--- src/rtl/core/gms_pkg.sv ---
package gms_pkg;

	localparam int CELL_W = 16;	// width of one grid cell value
	localparam int CFG_W = 7;	// width of a size register
	localparam int CFG_IDX_W = 8;	// width of the register index
	localparam int OUT_W = 22;	// width of the reported need

	// register indexes on the configuration channel
	localparam logic [CFG_IDX_W-1:0] REG_GRID_ROWS = 8'd0;
	localparam logic [CFG_IDX_W-1:0] REG_GRID_COLS = 8'd1;

	typedef enum logic [1:0] {
		ST_IDLE,
		ST_SWEEP,
		ST_DRAIN
	} gms_state_t;

	// per-cell control of the row buffer chain
	typedef struct packed {
		logic shift;	// advance the chain this cycle
		logic load;	// this cell takes the fresh need instead of its neighbor's
	} gms_cell_ctl_t;

endpackage

--- src/rtl/core/gms_cell.sv ---
module gms_cell #(
	parameter int W = 22
) (
	input  logic                   clk,
	input  gms_pkg::gms_cell_ctl_t ctl,
	input  logic [W-1:0]           fresh,
	input  logic [W-1:0]           prev,
	output logic [W-1:0]           need
);
	import gms_pkg::*;

	logic [W-1:0] need_q;

	// take the new need at the entry cell, otherwise pass the neighbor's value on
	always_ff @(posedge clk) begin
		if (ctl.shift) begin
			need_q <= ctl.load ? fresh : prev;
		end
	end

	assign need = need_q;

endmodule

--- config.mk ---
export PLATFORM = sky130hd
export DESIGN_NAME = gms_cell
export DESIGN_NICKNAME = d
export VERILOG_FILES = /design/src/rtl/core/gms_pkg.sv /design/src/rtl/core/gms_cell.sv
export SDC_FILE = /design/constraint.sdc
export NUM_CORES = 1
export LEC_CHECK = 0
export ABC_CLOCK_PERIOD_IN_PS = 2450
export BUFFER_PORTS_ARGS = -buffer_cell sky130_fd_sc_hd__buf_2
export CAP_MARGIN = 20
export CELL_PAD_IN_SITES_DETAIL_PLACEMENT = 0
export CELL_PAD_IN_SITES_GLOBAL_PLACEMENT = 2
export CORE_ASPECT_RATIO = 0.5
export CORE_UTILIZATION = 26
export DETAILED_ROUTE_END_ITERATION = 8
export PLACE_DENSITY_LB_ADDON = 0.25
export SYNTH_ARGS = -nofsm -noshare
export SYNTH_HDL_FRONTEND = slang
export SYNTH_SLANG_ARGS = --single-unit
export TNS_END_PERCENT = 100
--- constraint.sdc ---
create_clock -name clk -period 2.45 [get_ports clk]
set_input_delay 0.3675 -clock clk [delete_from_list [all_inputs] [get_ports clk]]
set_output_delay 0.3675 -clock clk [all_outputs]
set_load 0.02 [all_outputs]
==> flow_summary.json <==
{
  "status": "complete, no violations",
  "endpoint_kind": "output port",
  "grt_max_degree": 23,
  "die_w_um": 86.6,
  "io_buffers": 68,
  "firstDrtPassIters": 2,
  "critPathTopFamily": "flip-flops",
  "slowest_delay_ps": 370,
  "ir_worst_vdd_mv": 0.199,
  "worst_pin_slew_ps": 498,
  "setup_viol": 0,
  "cts_tree": "done",
  "postSynthAreaPerCell_um2": 20.2,
  "min_path_cells": 2,
  "die_height_um": 44.3,
  "syn_inst": 46,
  "cts.repair.resized": 0,
  "wl_per_cell_um": 11.3,
  "finalHoldViolations": 0,
  "p_leak_uw": 0.000592,
  "maxCapViolations": 0,
  "max_freq_mhz": 860,
  "ys_types": 3,
  "drt-total-wl_um": 1850,
  "gr-usage-all-layers_pct": 10.0,
  "final_common_cell": "buf_2",
  "critical_path_arrival_ps": 800,
  "relSlewSlack_pct": 66.8,
  "syn_nets": 93,
  "vias": 642,
  "mostFrequentLayoutCells": "68 x buf_2, 22 x mux2_2, 22 x edfxtp_1, 3 x clkbuf_8, 1 x clkinv_1",
  "grt_pass1_vias": 620,
  "syn_area_um2": 931,
  "postCtsSetupRepairBufs": 0,
  "io_pins": 69,
  "grt_pass1_wl_um": 2750,
  "drive_gt1_share_pct": 80.2,
  "start_util_pct": 29.0,
  "crit_chain": "buf_2",
  "drv_slew": 0,
  "ys_seq_area_share_pct": 71.0,
  "n_antenna_cell": 0,
  "synth_warnings": 0,
  "rsz0062_at_grt": "false",
  "power.density_mw_per_mm2": 618,
  "worstSetupStartpointType": "flip-flop",
  "largest_register_ffs": 22,
  "coreArea_mm2": 0.00321,
  "drt-initial-drc-count": 14,
  "finalNetCount": 164,
  "core.rowCount": 14,
  "area_growth_pct": 45.4,
  "numCtsBuffers": 3,
  "holdCritStartpoint": "prev[7]",
  "hold_path_end": "need[7]",
  "drcViolationCount": 0,
  "fin_util_pct": 42.2,
  "gp_congestion": 0.650,
  "cts_root_buf": "clkbuf_8",
  "cts_hold_buf": 0,
  "crit_buf_inv": 1,
  "cts.path.max_buffers": 2,
  "antenna_found_initial": 0,
  "htree_levels": 1,
  "tns_ps": 0,
  "antenna_left": 0,
  "dieArea_mm2": 0.00384,
  "required_ps": 2080,
  "holdCritPathClass": "primary input to flip-flop",
  "critical_path_class": "flip-flop to output port",
  "synthTopCellsByArea": "edfxtp_1 71%, mux2_2 27%, buf_6 2.4%",
  "clkTransAtPathRegs_ps": 70,
  "cp_max_fo": 1,
  "yosys.area.top_type_share_pct": 71.0,
  "cts_num_sinks": 22,
  "ys_ff_latch": 22,
  "crit_slowest_cell": "edfxtp_1",
  "post-route-period-util_pct": 47.5,
  "post-route-min-period_ps": 1160,
  "gr-total-overflow": 0,
  "synth_top_area_cell": "edfxtp_1",
  "via_per_inst": 3.91
}
[stage by stage]
step / cell area (um2) / total power [uW] / setup WS (ps) / std cells / hold slack, ps
floorplan: 931 / 555 / 1390 / 46 / 480
global placement: 1310 / 628 / 1000 / 160 / 669
detailed placement: 1310 / 628 / 992 / 160 / 672
CTS: 1350 / 854 / 1270 / 164 / 397
global route: 1350 / 883 / 1240 / 164 / 396
finish: 1350 / 836 / 1290 / 164 / 405
[area by class of cell]
cell class,instances,area [um2]
clock buffers,3,41.3
repair buffers,68,340
fillers,316,1850
flip-flops and latches,22,661
clock inverters,1,3.75
well taps,48,60.1
multi-input cells,22,248
[kinds of logic (layout without fill, tap and decap cells)]
family   Yosys count  count (layout)  synth area share [%]
flops             22              22                  71.0
buf+inv            2              72                  2.42
mux               22              22                  26.6
[per-layer routing]
layer  track usage [%]  part of all wire, %  up-vias
li1                  -                    -      319
met3              3.73                  7.7        2
met5                 0                    0        -
met2              18.6                   50       32
met4              5.00                  1.5        0
met1              10.3                   40      289
[cell usage after synthesis (all sizes together)]
library cell and n:
mux2 22, edfxtp 22, buf 2
[power breakdown]
group | internal, uW | switching [uW] | total (uW)
sequential | 454 | 6.52 | 461
clock | 112 | 109 | 220
combinational | 72.4 | 82.6 | 155
total | 639 | 198 | 836
[worst max-delay path by stage]
stage / start / to / slack [ps] / cells after the start
2_1_floorplan: ctl[0] / need[0] / 1390 / 2
3_3_place_gp: ctl[0] / need[8] / 1000 / 2
3_5_place_dp: ctl[0] / need[12] / 990 / 2
4_1_cts: need[17] / need[17] / 1270 / 1
5_1_grt: ctl[0] / need[17] / 1240 / 2
6_report: need[0] / need[0] / 1290 / 1
Note: power is estimated with default switching activity, not from simulation.
